[src/bpm_pkg.sv]
// Package for the BCD peasant multiplier: field widths, defaults, sequencer
// state type and the control struct between the sequencer and the datapath.
// No dependencies.
`default_nettype none
package bpm_pkg;

  // Default operand width in decimal digits
  localparam int DIGITS_DEF = 8;

  // Fixed widths of the stream fields
  localparam int OPND_W   = 32;
  localparam int PROD_W   = 64;
  localparam int CNT_W    = 5;
  localparam int IN_TD_W  = 2 * OPND_W;
  localparam int OUT_FD_W = PROD_W + CNT_W + 1;
  localparam int OUT_TD_W = ((OUT_FD_W + 7) / 8) * 8;

  // Largest value one BCD digit may hold
  localparam logic [3:0] BCD_MAX = 4'd9;

  typedef enum logic {
    ST_IDLE,
    ST_RUN
  } bpm_state_t;

  // Sequencer to datapath control
  typedef struct packed {
    logic load;  // take fresh operands, clear the accumulator
    logic step;  // run one add/halve/double iteration
  } bpm_ctrl_t;

endpackage
`default_nettype wire

[src/bpm_bcd_adder.sv]
// Packed-BCD adder: one binary add with a +6 bias per digit, then a per-digit
// correction where no decimal carry left the digit. Carry out of the top
// digit is dropped. No dependencies.
`default_nettype none
module bpm_bcd_adder #(
  parameter int NDIG = 16
) (
  input  wire logic [4*NDIG-1:0] a,
  input  wire logic [4*NDIG-1:0] b,
  output logic      [4*NDIG-1:0] sum
);

  localparam int W = 4 * NDIG;
  localparam logic [W-1:0] SIX = {NDIG{4'h6}};

  logic [W:0] xa;
  logic [W:0] xb;
  logic [W:0] t;

  assign xa = {1'b0, a};
  assign xb = {1'b0, b};
  assign t  = xa + xb + {1'b0, SIX};

  always_comb begin
    for (int i = 0; i < NDIG; i++) begin
      // decimal carry out of digit i, recovered from the binary carry into bit 4i+4
      if (t[4*i+4] ^ xa[4*i+4] ^ xb[4*i+4]) begin
        sum[4*i +: 4] = t[4*i +: 4];
      end else begin
        sum[4*i +: 4] = t[4*i +: 4] - 4'd6;
      end
    end
  end

endmodule
`default_nettype wire

[src/bpm_datapath.sv]
// Working registers of the peasant loop: multiplier, multiplicand and
// accumulator, with one decimal halve, double and add per step.
// Depends on bpm_pkg and bpm_bcd_adder.
`default_nettype none
module bpm_datapath #(
  parameter int DIGITS = bpm_pkg::DIGITS_DEF
) (
  input  wire logic                     clk,
  input  wire bpm_pkg::bpm_ctrl_t       ctrl,
  input  wire logic [4*DIGITS-1:0]      mult_in,
  input  wire logic [4*DIGITS-1:0]      cand_in,
  output logic                          mult_zero,
  output logic      [8*DIGITS-1:0]      acc
);

  localparam int MW = 4 * DIGITS;
  localparam int AW = 8 * DIGITS;
  localparam int CW = 4 * (2 * DIGITS + 1);

  logic [MW-1:0] mult_r, mult_half;
  logic [MW+3:0] mult_ext;
  logic [CW-1:0] cand_r, cand_dbl;
  logic [AW-1:0] acc_r, acc_sum;

  // a zero digit above the top one, so every digit sees a neighbour
  assign mult_ext = {4'd0, mult_r};

  // Halve: each digit shifts right, picking up five from an odd digit above
  always_comb begin
    for (int i = 0; i < DIGITS; i++) begin
      mult_half[4*i +: 4] = {1'b0, mult_ext[4*i+1 +: 3]}
                            + (mult_ext[4*i+4] ? 4'd5 : 4'd0);
    end
  end

  bpm_bcd_adder #(.NDIG(2 * DIGITS)) u_acc_add (
    .a   (acc_r),
    .b   (cand_r[AW-1:0]),
    .sum (acc_sum)
  );

  bpm_bcd_adder #(.NDIG(2 * DIGITS + 1)) u_cand_dbl (
    .a   (cand_r),
    .b   (cand_r),
    .sum (cand_dbl)
  );

  always_ff @(posedge clk) begin
    if (ctrl.load) begin
      mult_r <= mult_in;
      cand_r <= {{(CW - MW){1'b0}}, cand_in};
      acc_r  <= '0;
    end else if (ctrl.step) begin
      if (mult_r[0]) begin
        acc_r <= acc_sum;
      end
      mult_r <= mult_half;
      cand_r <= cand_dbl;
    end
  end

  assign mult_zero = (mult_r == '0);
  assign acc       = acc_r;

endmodule
`default_nettype wire

[src/bcd_peasant_multiplier_core.sv]
// Top level of the decimal peasant multiplier: stream ports, sequencer,
// digit check, significant-digit count and output register.
// Depends on bpm_pkg and bpm_datapath.
//
// Usage:
//   Offer a request on the in_ channel: in_tdata carries the multiplier in
//   the low 32 bits and the multiplicand in the high 32 bits, both packed BCD
//   with the least significant digit in the lowest nibble. Only the low
//   DIGITS nibbles are used and checked.
//   The block takes one request at a time; in_tready is high only while the
//   sequencer is idle. Each step of the loop halves the multiplier, doubles
//   the multiplicand and adds it into the accumulator when the multiplier
//   is odd, all in the same cycle, through separate BCD adders.
//   The loop runs until the multiplier reaches zero; a new request is
//   taken only after the result has gone to the output register and the
//   sequencer is back in idle. A zero multiplier or a bad digit ends the
//   loop before any step.
//   A digit above 9 gives bad_digit set, a zero product and a count of one.
//   The result sits in an output register; if the receiver stalls, the
//   finished product waits in the accumulator until the register frees,
//   and no new request is taken meanwhile.
//   Reset (rst_n low, synchronous) returns the sequencer to idle and drops
//   any result held in the output register.
`default_nettype none
module bcd_peasant_multiplier_core #(
  parameter int DIGITS = bpm_pkg::DIGITS_DEF
) (
  input  wire logic                         clk,
  input  wire logic                         rst_n,
  input  wire logic                         in_tvalid,
  output logic                              in_tready,
  // [31:0] multiplier_bcd, [63:32] multiplicand_bcd
  input  wire logic [bpm_pkg::IN_TD_W-1:0]  in_tdata,
  output logic                              out_tvalid,
  input  wire logic                         out_tready,
  // [63:0] product_bcd, [68:64] product_digits, [69] bad_digit, [71:70] zero
  output logic      [bpm_pkg::OUT_TD_W-1:0] out_tdata
);

  localparam int MW = 4 * DIGITS;
  localparam int AW = 8 * DIGITS;
  localparam int PW = bpm_pkg::PROD_W;
  localparam int CW = bpm_pkg::CNT_W;

  bpm_pkg::bpm_state_t state_r, state_nxt;
  bpm_pkg::bpm_ctrl_t  ctrl;

  logic                              bad_r, bad_nxt;
  logic                              out_tvalid_r, out_tvalid_nxt;
  logic [bpm_pkg::OUT_TD_W-1:0]      out_tdata_r, out_tdata_nxt;

  logic [MW-1:0] mult_op, cand_op;
  logic          in_bad;
  logic          mult_zero;
  logic [AW-1:0] acc;
  logic [CW-1:0] sig_cnt;
  logic          out_free;
  logic          accept;

  // Check the used digits of both operands
  always_comb begin
    in_bad = 1'b0;
    for (int i = 0; i < DIGITS; i++) begin
      if (in_tdata[4*i +: 4] > bpm_pkg::BCD_MAX ||
          in_tdata[bpm_pkg::OPND_W + 4*i +: 4] > bpm_pkg::BCD_MAX) begin
        in_bad = 1'b1;
      end
    end
  end

  // A bad request runs with zero operands, so the loop ends at once
  assign mult_op = in_bad ? '0 : in_tdata[MW-1:0];
  assign cand_op = in_bad ? '0 : in_tdata[bpm_pkg::OPND_W +: MW];

  bpm_datapath #(.DIGITS(DIGITS)) u_datapath (
    .clk       (clk),
    .ctrl      (ctrl),
    .mult_in   (mult_op),
    .cand_in   (cand_op),
    .mult_zero (mult_zero),
    .acc       (acc)
  );

  // Count significant digits: highest nonzero digit, at least one
  always_comb begin
    sig_cnt = CW'(1);
    for (int i = 0; i < 2 * DIGITS; i++) begin
      if (acc[4*i +: 4] != 4'd0) begin
        sig_cnt = CW'(i + 1);
      end
    end
  end

  assign in_tready = (state_r == bpm_pkg::ST_IDLE);
  assign accept    = in_tvalid && in_tready;
  assign out_free  = !out_tvalid_r || out_tready;

  always_comb begin
    state_nxt      = state_r;
    bad_nxt        = bad_r;
    out_tvalid_nxt = out_tvalid_r;
    out_tdata_nxt  = out_tdata_r;
    ctrl.load      = 1'b0;
    ctrl.step      = 1'b0;

    // drop the registered result once taken
    if (out_tvalid_r && out_tready) begin
      out_tvalid_nxt = 1'b0;
    end

    unique case (state_r)
      bpm_pkg::ST_IDLE: begin
        if (accept) begin
          ctrl.load = 1'b1;
          bad_nxt   = in_bad;
          state_nxt = bpm_pkg::ST_RUN;
        end
      end
      bpm_pkg::ST_RUN: begin
        if (!mult_zero) begin
          ctrl.step = 1'b1;
        end else if (out_free) begin
          // hand the finished product to the output register
          out_tvalid_nxt = 1'b1;
          out_tdata_nxt  = '0;
          out_tdata_nxt[PW-1:0]       = PW'(acc);
          out_tdata_nxt[PW +: CW]     = sig_cnt;
          out_tdata_nxt[PW + CW]      = bad_r;
          state_nxt      = bpm_pkg::ST_IDLE;
        end
      end
      default: begin
        state_nxt = bpm_pkg::ST_IDLE;
      end
    endcase
  end

  always_ff @(posedge clk) begin
    if (!rst_n) begin
      state_r      <= bpm_pkg::ST_IDLE;
      out_tvalid_r <= 1'b0;
    end else begin
      state_r      <= state_nxt;
      out_tvalid_r <= out_tvalid_nxt;
    end
  end

  always_ff @(posedge clk) begin
    bad_r       <= bad_nxt;
    out_tdata_r <= out_tdata_nxt;
  end

  assign out_tvalid = out_tvalid_r;
  assign out_tdata  = out_tdata_r;

endmodule
`default_nettype wire

[config.mk]
export PLATFORM = sky130hd
export DESIGN_NAME = bcd_peasant_multiplier_core
export DESIGN_NICKNAME = d
export VERILOG_FILES = /design/src/bpm_pkg.sv /design/src/bpm_bcd_adder.sv /design/src/bpm_datapath.sv /design/src/bcd_peasant_multiplier_core.sv
export SDC_FILE = /design/constraint.sdc
export NUM_CORES = 1
export LEC_CHECK = 0
export BUFFER_PORTS_ARGS = -buffer_cell sky130_fd_sc_hd__buf_2
export CORE_UTILIZATION = 55
export CTS_CLUSTER_SIZE = 40
export DETAILED_ROUTE_END_ITERATION = 7
export GPL_ROUTABILITY_DRIVEN = 0
export HOLD_SLACK_MARGIN = 0.03
export PLACE_DENSITY = 0.71
export SETUP_SLACK_MARGIN = 0.15
export SKIP_CTS_REPAIR_TIMING = 1
export SLEW_MARGIN = 40
export SYNTH_ARGS = -nofsm -noshare
export SYNTH_HDL_FRONTEND = slang
export SYNTH_SLANG_ARGS = --single-unit
export TNS_END_PERCENT = 50
[constraint.sdc]
create_clock -name clk -period 6.51 [get_ports clk]
set_clock_uncertainty 0.2 [all_clocks]
set_input_delay 0.9765 -clock clk [delete_from_list [all_inputs] [get_ports clk]]
set_output_delay 0.9765 -clock clk [all_outputs]
set_load 0.05 [all_outputs]
== After elaboration in Yosys (flattened, before gate mapping) ==
Cells that the tools add are included.
Widths: inputs -> output; s select.
Storage, ports and cells
  flip-flop bits (word level): 237
  input bits: 68
  output and inout bits: 74
  logic and storage cells: 243
Operators by class
  add/subtract/negate cells: 44
  magnitude comparators: 16
  multiplexer cells: 79
  bitwise gates (word level): 63
  reduce and logical (&&, ||, !) cells: 32
Operators by type and width (number)
  $mux 32: 6
  $mux 4: 33
  $sub 4x3->4 const B: 33
  $add 68x68->69: 1
  $add 69x67->69 const B: 1
  $add 64x64->65: 1
  $add 65x63->65 const B: 1
  $mux 5: 13
  $gt 4x4->1 const B: 16
  $xor 1x1->1: 62
  $reduce_bool 4->1: 15
  $logic_not 32->1: 1
  $add 3x4->4: 7
  $mux 3: 7
  $mux 1: 18
  $logic_or 1x1->1: 9
  $reduce_and 2->1: 2
  $reduce_and 3->1: 1
  $logic_and 1x1->1: 2
  $mux 2: 1
  $pmux 1 s2: 1
  $reduce_bool 2->1: 1
  $logic_not 1->1: 1
  $not 1->1: 1

== Depth between registers and ports, before layout ==
Gate-level depths: netlist of run 1.
  word-level depth: 15
  gate-level depth with buffers: 21
  depth with buffers taken out: 21

== Hierarchy ==
From an unflattened synthesis of run 1, not the netlist that was laid out.
Second synthesis, totals
  cells, all modules: 2693
  area total of the unflattened synthesis: 23237.3 um^2
Modules (own cells, without submodules)
  bpm_bcd_adder (u_datapath.u_cand_dbl): times used 1, cells each 978, area an instance 7091.8 um^2, seq. area each 0.0 um^2
  bpm_datapath: times used 1, cells each 592, area an instance 6588.8 um^2, seq. area each 3923.8 um^2
  bpm_bcd_adder (u_datapath.u_acc_add): times used 1, cells each 901, area an instance 6461.2 um^2, seq. area each 0.0 um^2
  bcd_peasant_multiplier_core: times used 1, cells each 222, area an instance 3095.5 um^2, seq. area each 2172.1 um^2

== Least setup slack after synthesis of run 1 ==
Ideal clock, no wire load.
  path type: reg-to-reg
  from: register u_datapath.cand_r[1]
  to: register u_datapath.acc_r[63], in the netlist u_datapath.acc[63]
  setup time: 0.123 ns
  arrival time: 3.699 ns
  data required time: 6.187 ns
  slack: 2.488 ns
  cell stages (with the launch flop): 21
  path buffers: 0
  clock period less this slack: 4.022 ns
  cell sequence: edfxtp_1 inv_1 ha_1 inv_1 ha_1 inv_1 fa_1 nor2b_1 o31a_1 o21ai_1 a21oi_1 o2111ai_1 a21oi_1 o211a_1 nor2_1 o31ai_1 xor2_1 ha_1 o31ai_1 nand4_1 nor3b_1
Between the ends
  longest elaborated chain between the ends: 4
RTL lines
  from (decl): RTL line bpm_datapath.sv:22  | logic [CW-1:0] cand_r, cand_dbl;
  from (signal assigned): RTL line bpm_datapath.sv:51  | cand_r <= {{(CW - MW){1'b0}}, cand_in};
  from (signal assigned): RTL line bpm_datapath.sv:58  | cand_r <= cand_dbl;
  $add 64x64->65 (*): RTL line bpm_bcd_adder.sv:22  | assign t = xa + xb + {1'b0, SIX};
  $add 65x63->65 (*): RTL line bpm_bcd_adder.sv:22
  $sub 4x3->4: RTL line bpm_bcd_adder.sv:30  | sum[4*i +: 4] = t[4*i +: 4] - 4'd6;
  $mux 4 (*): RTL line bpm_bcd_adder.sv:27  | if (t[4*i+4] ^ xa[4*i+4] ^ xb[4*i+4]) begin
  to (signal assigned): RTL line bpm_datapath.sv:55  | acc_r <= acc_sum;
  to (decl): RTL line bpm_datapath.sv:23  | logic [AW-1:0] acc_r, acc_sum;
Every way passes the cells marked *; elsewhere a longest branch is shown, timed or not.
A chain may end at the register's enable or synchronous reset.

== Worst setup path after layout of run 1 ==
Ends and elaborated chain as after synthesis.

==> key figures, run 1 <==
Run status
  – Outcome: complete, no violations

Routing
  – Post-Route WL: 44270 µm
  – DR DRC count: 0
  – Number of vias per cell: 5.905
  – Drt first-iter violations: 1155
  – Remaining antenna violation count: 0
  – Drt first pass iters: 5
  – Drt wl/cell: 17.60 µm
  – Vias: 14850

STA
  – Unrepaired setup endpoints after global routing: false
  – Fin crit share: 0.7347
  – TNS Setup: 0 ps
  – Fmax: 0.2091 GHz
  – Fin. Hold Viols: 0
  – Worst Tran Pin Value: 807.9 ps
  – Final setup viols: 0
  – Final Critical Period: 4783 ps
  – Max_slew headroom: 0.4573
  – Fin. max-slew vios: 0

Floorplan
  – Die width: 180.5 µm
  – Core Region: 0.03147 mm²
  – Number of cell rows: 65
  – Ports: 142
  – Die footprint: 0.03259 mm²
  – Die H: 180.5 µm
  – Initial Util: 0.5570

Clock tree
  – Clock Path Buffers: 3
  – H-tree depth: 1
  – # clock sinks: 233
  – Clock root buffer master: clkbuf_16
  – CTS buffer count: 27
  – Worst-Skew Late Latency: 550 ps
  – TritonCTS clock tree: yes
  – Clock-pin transition on the worst setup and hold timing paths: 70 ps

Placement
  – Port bufs: 139
  – Detailed Place HPWL: 33360 µm
  – Area after DPL: 0.01852 mm²

Synth
  – Post-Synth XOR/XNOR Area: 0.1071
  – Synth cell types: 89
  – Main combinational cell family by area after synthesis: compound AO/OA/AOI/OAI gates
  – Simple-Gate Fraction of Synth Area: 0.1550
  – Syn_area_per_cell: 8.774 µm²
  – Post-synthesis instance area: 0.01753 mm²
  – Primary FF master, synth: edfxtp_1
  – Asr flop ratio synth: 0
  – Post-synthesis sequential area ratio: 0.3432
  – Compound-Gate Fraction of Synth Area: 0.1891
  – Top cells by area, synth: edfxtp_1 (23%), ha_1 (13%), dfxtp_1 (11%)
  – Yosys reg bits: 233
  – Synth Warn #: 0
  – Share of the synthesized area in the top cell type: 0.2312
  – Mapped Cells: 1998
  – Synth area leader: edfxtp_1
  – Post-Synth Adder-Cell Area: 0.1296
  – EDFF count, synth: 135
  – Mux cell area share after synthesis: 0.02063

Setup path
  – Critical path endpoint category: flip-flop
  – Worst Setup Start Kind: flip-flop
  – Crit path DAT: 5000 ps
  – CP Launch Point: u_datapath.cand_r[1]
  – Reg-to-reg critical path startpoint: u_datapath.cand_r[1]
  – Critical-path top delay cell: o31ai_1
  – Crit path max-delay family: compound AO/OA/AOI/OAI gates
  – Crit Path Class: flip-flop to flip-flop
  – Max FO, Critical Path: 3
  – Crit path buf inv count: 3
  – Data required time of the worst path: 6730 ps
  – CP cell instances: inv_1 > ha_1 > inv_1 > ha_1 > inv_1 > fa_1 > nor2b_1 > o31a_1 > o21ai_1 > a21oi_1 > o2111ai_1 > a21oi_1 > o211a_1 > nor2_1 > o31ai_1 > xor2_1 > ha_1 > o31ai_1 > nand4_1 > nor3b_1
  – Crit-path max cell delay: 440 ps

Finish
  – Post-Layout Inst Area: 0.01957 mm²
  – Nets: 2338
  – Area growth from synthesis to layout: 11.65%
  – Layout cell share with drive strength beyond 1: 0.1185

Global route
  – Initial antenna violation count: 3
  – GRT Resource Usage Total: 0.2708
  – Largest net degree at the start of global routing: 91
  – First-pass GRT wire length: 71790 µm
  – Number of global-route vias before repair: 14030
  – Grt total ovfl: 0

Worst hold path
  – Beginning of the worst hold path: bad_r
  – Worst min-delay path class: flip-flop to flip-flop

Run
  – Maximum capacitance violations: 0
[cell usage in the layout, fill, tap and decap left out, types with 5 or more instances in the layout]
cell type  instances
dfxtp_1           98
a211oi_1          29
xor2_1            60
buf_2            139
and2_1            11
o21a_1             8
o21ai_0          140
nor3_1            26
a21oi_2            6
clkbuf_16         27
a31oi_1           27
and3_1            12
o21bai_1          17
or4_1             12
nand2_1          207
ha_1             180
o211ai_1           5
o21ai_1           13
inv_1            160
a21o_1            51
buf_4              5
a21oi_1          165
nand4_1           21
nor4_1            20
edfxtp_1         135
nor2_1           106
nor2b_1           18
o2111ai_1          6
mux2i_1           35
a21boi_0           5
nand3_1           87
xnor2_1          132
or2_2              7
nand2b_1          12
bufinv_16          9
o31ai_1            5
[cell type report]
| type | instances | area (µm²) |
|---|---|---|
| Antenna cell | 3 | 7.507 |
| Clock buffer | 30 | 696.9 |
| Clock inverter | 20 | 340.3 |
| Fill cell | 2661 | 11900 |
| Inverter | 161 | 605.6 |
| Multi-Input combinational cell | 1516 | 10590 |
| Sequential cell | 233 | 6016 |
| Tap cell | 402 | 503.0 |
| Timing Repair Buffer | 150 | 817.0 |
[routing by layer]
| metal | routed length [µm] | part of all wire | track usage | up-vias |
|---|---|---|---|---|
| li1 | - | - | - | 7321 |
| met1 | 21120 | 0.48 | 0.3926 | 6961 |
| met2 | 18920 | 0.43 | 0.4181 | 497 |
| met3 | 3031 | 0.068 | 0.03496 | 72 |
| met4 | 1200 | 0.027 | 0.08479 | 0 |
| met5 | 0 | 0 | 0 | - |
[kinds of logic (layout without fill, tap and decap cells)]
logic type               Yosys count  count (layout)
AND/OR/NAND/NOR                  568             568
AO/OA/AOI/OAI                    527             527
buffers and inverters            250             361
flip-flops                       233             233
XOR/XNOR                         202             202
adder cells (fa/ha/maj)          181             181
multiplexers                      36              36
other                              1               5
[cells in the mapped netlist, types with 5 or more instances]
library cell    n
a211oi_1       29
a21boi_0        5
a21o_1         51
a21oi_1       165
a21oi_2         6
a31oi_1        27
and2_1         12
and3_1         13
buf_2          15
clkbuf_1       66
dfxtp_1        98
edfxtp_1      135
ha_1          180
inv_1         160
mux2i_1        35
nand2_1       209
nand2b_1       12
nand3_1        87
nand4_1        21
nor2_1        106
nor2b_1        18
nor3_1         26
nor4_1         21
o2111ai_1       6
o211ai_1        5
o21a_1          8
o21ai_0       140
o21ai_1        14
o21bai_1       17
o31ai_1         5
or2_2           7
or4_1          12
xnor2_1       132
xor2_1         60
[sequential cells by signal, summed over array words and instances (netlist names)]
name / cells
u_datapath.cand_r: 64
state_r: 1
out_tvalid: 1
u_datapath.mult_r: 32
bad_r: 1
out_tdata: 70
u_datapath.acc: 64
[worst register-to-register path, stage by stage (launching register included)]
cell and delay, ps:
edfxtp_1 400, inv_1 100, ha_1 230, inv_1 60
ha_1 160, inv_1 50, fa_1 410, nor2b_1 170
o31a_1 180, o21ai_1 100, a21oi_1 280, o2111ai_1 250
a21oi_1 340, o211a_1 250, nor2_1 80, o31ai_1 440
xor2_1 130, ha_1 230, o31ai_1 290, nand4_1 120
nor3b_1 180
[metrics by stage]
step | hold WS (ps) | util | worst slack, ps | cells
floorplan | 200.3 | - | 2488 | 1999
global placement | 221.4 | 0.5867 | 1935 | 2459
detailed placement | 232.9 | 0.5884 | 1833 | 2462
CTS | 254.3 | 0.6214 | 1790 | 2512
global route | 244.9 | 0.6218 | 1460 | 2514
finish | 246.9 | 0.6219 | 1727 | 2515
[final timing paths]
check,endpoint,slack (ps),cells past startpoint
setup / recovery,u_datapath.acc[63],1730,20
hold / removal,out_tdata[69],250,0
setup reg to reg,u_datapath.acc[63],1730,20
hold reg to reg,out_tdata[69],250,0
Power of run 1 is left out: the tool's default activity adds up to more than one toggle a clock period on the data nets, which glitch-free logic cannot reach.
==> inputs of run 2 (changes only) <==
Settings changed: PLACE_DENSITY 0.71 to 0.74.
Clock period 6.51 ns to 4.4 ns, I/O delays scaled along.
==> key figures, run 2 (synthesis results as in run 1) <==
Clock tree
  – TritonCTS clock tree: yes (unchanged)
  – Clock-pin transition on the worst setup and hold timing paths: 60 ps (was 70 ps)
  – H-tree depth: 1 (unchanged)
  – Clock Path Buffers: 3 (unchanged)
  – Worst-Skew Late Latency: 550 ps (about the same)
  – # clock sinks: 233 (unchanged)
  – Clock root buffer master: clkbuf_16 (unchanged)
  – CTS buffer count: 26 (was 27)

Finish
  – Area growth from synthesis to layout: 13.90% (was 11.65%)
  – Max FFs per register: 70 (unchanged)
  – Most frequent cells in the layout: nand2_1 (207), ha_1 (176), a21oi_1 (160) (was nand2_1 (207), ha_1 (180), a21oi_1 (165))
  – Storage element area: 0.006016 mm² (unchanged)
  – Fill cell count: 2631 (was 2661)
  – Layout cell share with drive strength beyond 1: 0.1509 (was 0.1185)
  – Nets: 2390 (was 2338)
  – Multi-input logic area: 0.01076 mm² (was 0.01059 mm²)
  – Util after Layout: 0.6344 (was 0.6219)
  – Most common cell after layout, fill and taps aside: nand2_1 (unchanged)

STA
  – Max_slew headroom: 0.4620 (was 0.4573)
  – Fin. Hold Viols: 0 (unchanged)
  – Final Critical Period: 4222 ps (was 4783 ps)
  – Unrepaired setup endpoints after global routing: true (was false)
  – Final setup viols: 0 (unchanged)
  – Fmax: 0.2369 GHz (was 0.2091 GHz)
  – Fin. max-slew vios: 0 (unchanged)
  – Worst Tran Pin Value: 800.9 ps (was 807.9 ps)
  – Fin crit share: 0.9595 (was 0.7347)

Setup path
  – Reg-to-reg critical path startpoint: u_datapath.cand_r[1] (unchanged)
  – Max FO, Critical Path: 2 (was 3)
  – Reg-to-reg endpoint: u_datapath.acc[63] (unchanged)
  – CP dominant cell by count: inv_2
  – Worst R2R Setup Slack: 180 ps (was 1730 ps)
  – Worst Setup Start Kind: flip-flop (unchanged)
  – R2R depth: 21 (was 20)
  – Crit path DAT: 4450 ps (was 5000 ps)
  – Crit Path Class: flip-flop to flip-flop (unchanged)
  – Critical-path top delay cell: edfxtp_1 (was o31ai_1)
  – Critical path endpoint category: flip-flop (unchanged)
  – Crit-path max cell delay: 410 ps (was 440 ps)
  – Data required time of the worst path: 4630 ps (was 6730 ps)
  – CP cell instances: inv_2 > ha_4 > inv_2 > ha_4 > inv_2 > fa_2 > nor2b_2 > o31a_1 > o21ai_2 > a21oi_2 > o2111ai_2 > a21oi_2 > o211a_1 > nor2_2 > o31ai_1 > buf_4 > xor2_2 > ha_2 > o31ai_4 > nand4_1 > nor3b_2 (was inv_1 > ha_1 > inv_1 > ha_1 > inv_1 > fa_1 > nor2b_1 > o31a_1 > o21ai_1 > a21oi_1 > o2111ai_1 > a21oi_1 > o211a_1 > nor2_1 > o31ai_1 > xor2_1 > ha_1 > o31ai_1 > nand4_1 > nor3b_1)

Floorplan
  – Ports: 142 (unchanged)
  – Number of cell rows: 65 (unchanged)
  – Die width: 180.5 µm (unchanged)
  – Die H: 180.5 µm (unchanged)
  – Core Region: 0.03147 mm² (unchanged)
  – Die footprint: 0.03259 mm² (unchanged)
  – Initial Util: 0.5570 (unchanged)

Global route
  – GRT Resource Usage Total: 0.2721 (was 0.2708)
  – Largest net degree at the start of global routing: 72 (was 91)
  – Number of global-route vias before repair: 13950 (was 14030)
  – First-pass GRT wire length: 71820 µm (was 71790 µm)
  – Grt total ovfl: 0 (unchanged)
  – Initial antenna violation count: 5 (was 3)

Worst hold path
  – Beginning of the worst hold path: rst_n (was bad_r)
  – Worst min-delay path class: input port to flip-flop (was flip-flop to flip-flop)
  – Hold Path End: state_r (was out_tdata[69])
  – Worst hold stages: 2 (was 0)

Routing
  – Drt wl/cell: 17.73 µm (was 17.60 µm)
  – Drt first-iter violations: 1091 (was 1155)
  – DR DRC count: 0 (unchanged)
  – Drt first pass iters: 5 (unchanged)
  – Number of vias per cell: 5.872 (was 5.905)
  – Remaining antenna violation count: 0 (unchanged)
  – Vias: 15080 (was 14850)
  – Post-Route WL: 45540 µm (was 44270 µm)

Placement
  – Port bufs: 139 (unchanged)
  – Detailed Place HPWL: 34390 µm (was 33360 µm)

Run status
  – Outcome: complete, no violations (unchanged)

Run
  – Maximum capacitance violations: 0 (unchanged)
run 2: changes by cell type in the layout (fill, tap and decap cells not counted), moves of 3 or more:
cell,delta
a21oi_2,+5
buf_6,-3
inv_1,-3
clkbuf_1,+3
a21oi_1,-5
o21ai_2,+3
ha_1,-4
clkinvlp_4,-3
buf_4,+57
bufinv_16,-7
inv_2,+3
run 2: metal layers:
layer	vias up	GRT usage	routed length, µm
met2	563	0.4084	19280
met4	0	0.08615	1048
met5	-	0	0
li1	7443	-	-
met1	7008	0.3942	21150
met3	65	0.05053	4055
run 2: critical path: cells and delay by family (launching register included):
| kind | cells | cell delay [ps] |
|---|---|---|
| DFF | 1 | 410 |
| buffers and inverters | 4 | 370 |
| AOI/OAI and AO/OA | 8 | 1650 |
| adders and majority gates | 4 | 930 |
| xor gates and xnor gates | 1 | 60 |
| and+or+nand+nor | 4 | 500 |
run 2: area by class of cell:
type / count / area share
Inverter: 161 / 0.03033
Tap cell: 402 / 0.02519
Clock buffer: 33 / 0.03603
Sequential cell: 233 / 0.3013
Antenna cell: 5 / 0.0006266
Clock inverter: 15 / 0.007707
Timing Repair Buffer: 203 / 0.06015
Multi-Input combinational cell: 1516 / 0.5387
run 2: worst max path at each step:
| stage | startpoint | end |
|---|---|---|
| after floorplan | u_datapath.cand_r[1] | u_datapath.acc[63] |
| after global placement | u_datapath.cand_r[1] | u_datapath.acc[63] |
| after detailed placement | u_datapath.cand_r[1] | u_datapath.acc[63] |
| after CTS | u_datapath.cand_r[1] | u_datapath.acc[63] |
| after global routing | u_datapath.cand_r[1] | u_datapath.acc[63] |
| final | u_datapath.cand_r[1] | u_datapath.acc[63] |
run 2: per-stage QoR:
step / area (µm²) / cells / hold WS (ps) / worst slack [ps] / TNS [ps]
finish: 19970 / 2568 / 138.0 / 178.4 / 0
global route: 19970 / 2568 / 146.8 / 22.14 / 0
CTS: 19720 / 2554 / 117.3 / -228.7 / -564.4
detailed placement: 18850 / 2506 / 244.0 / -174.4 / -402.3
global placement: 18820 / 2505 / 238.7 / -75.80 / -137.5
floorplan: 17530 / 1999 / 200.3 / 377.5 / 0
Power of run 2 is left out for the same reason.
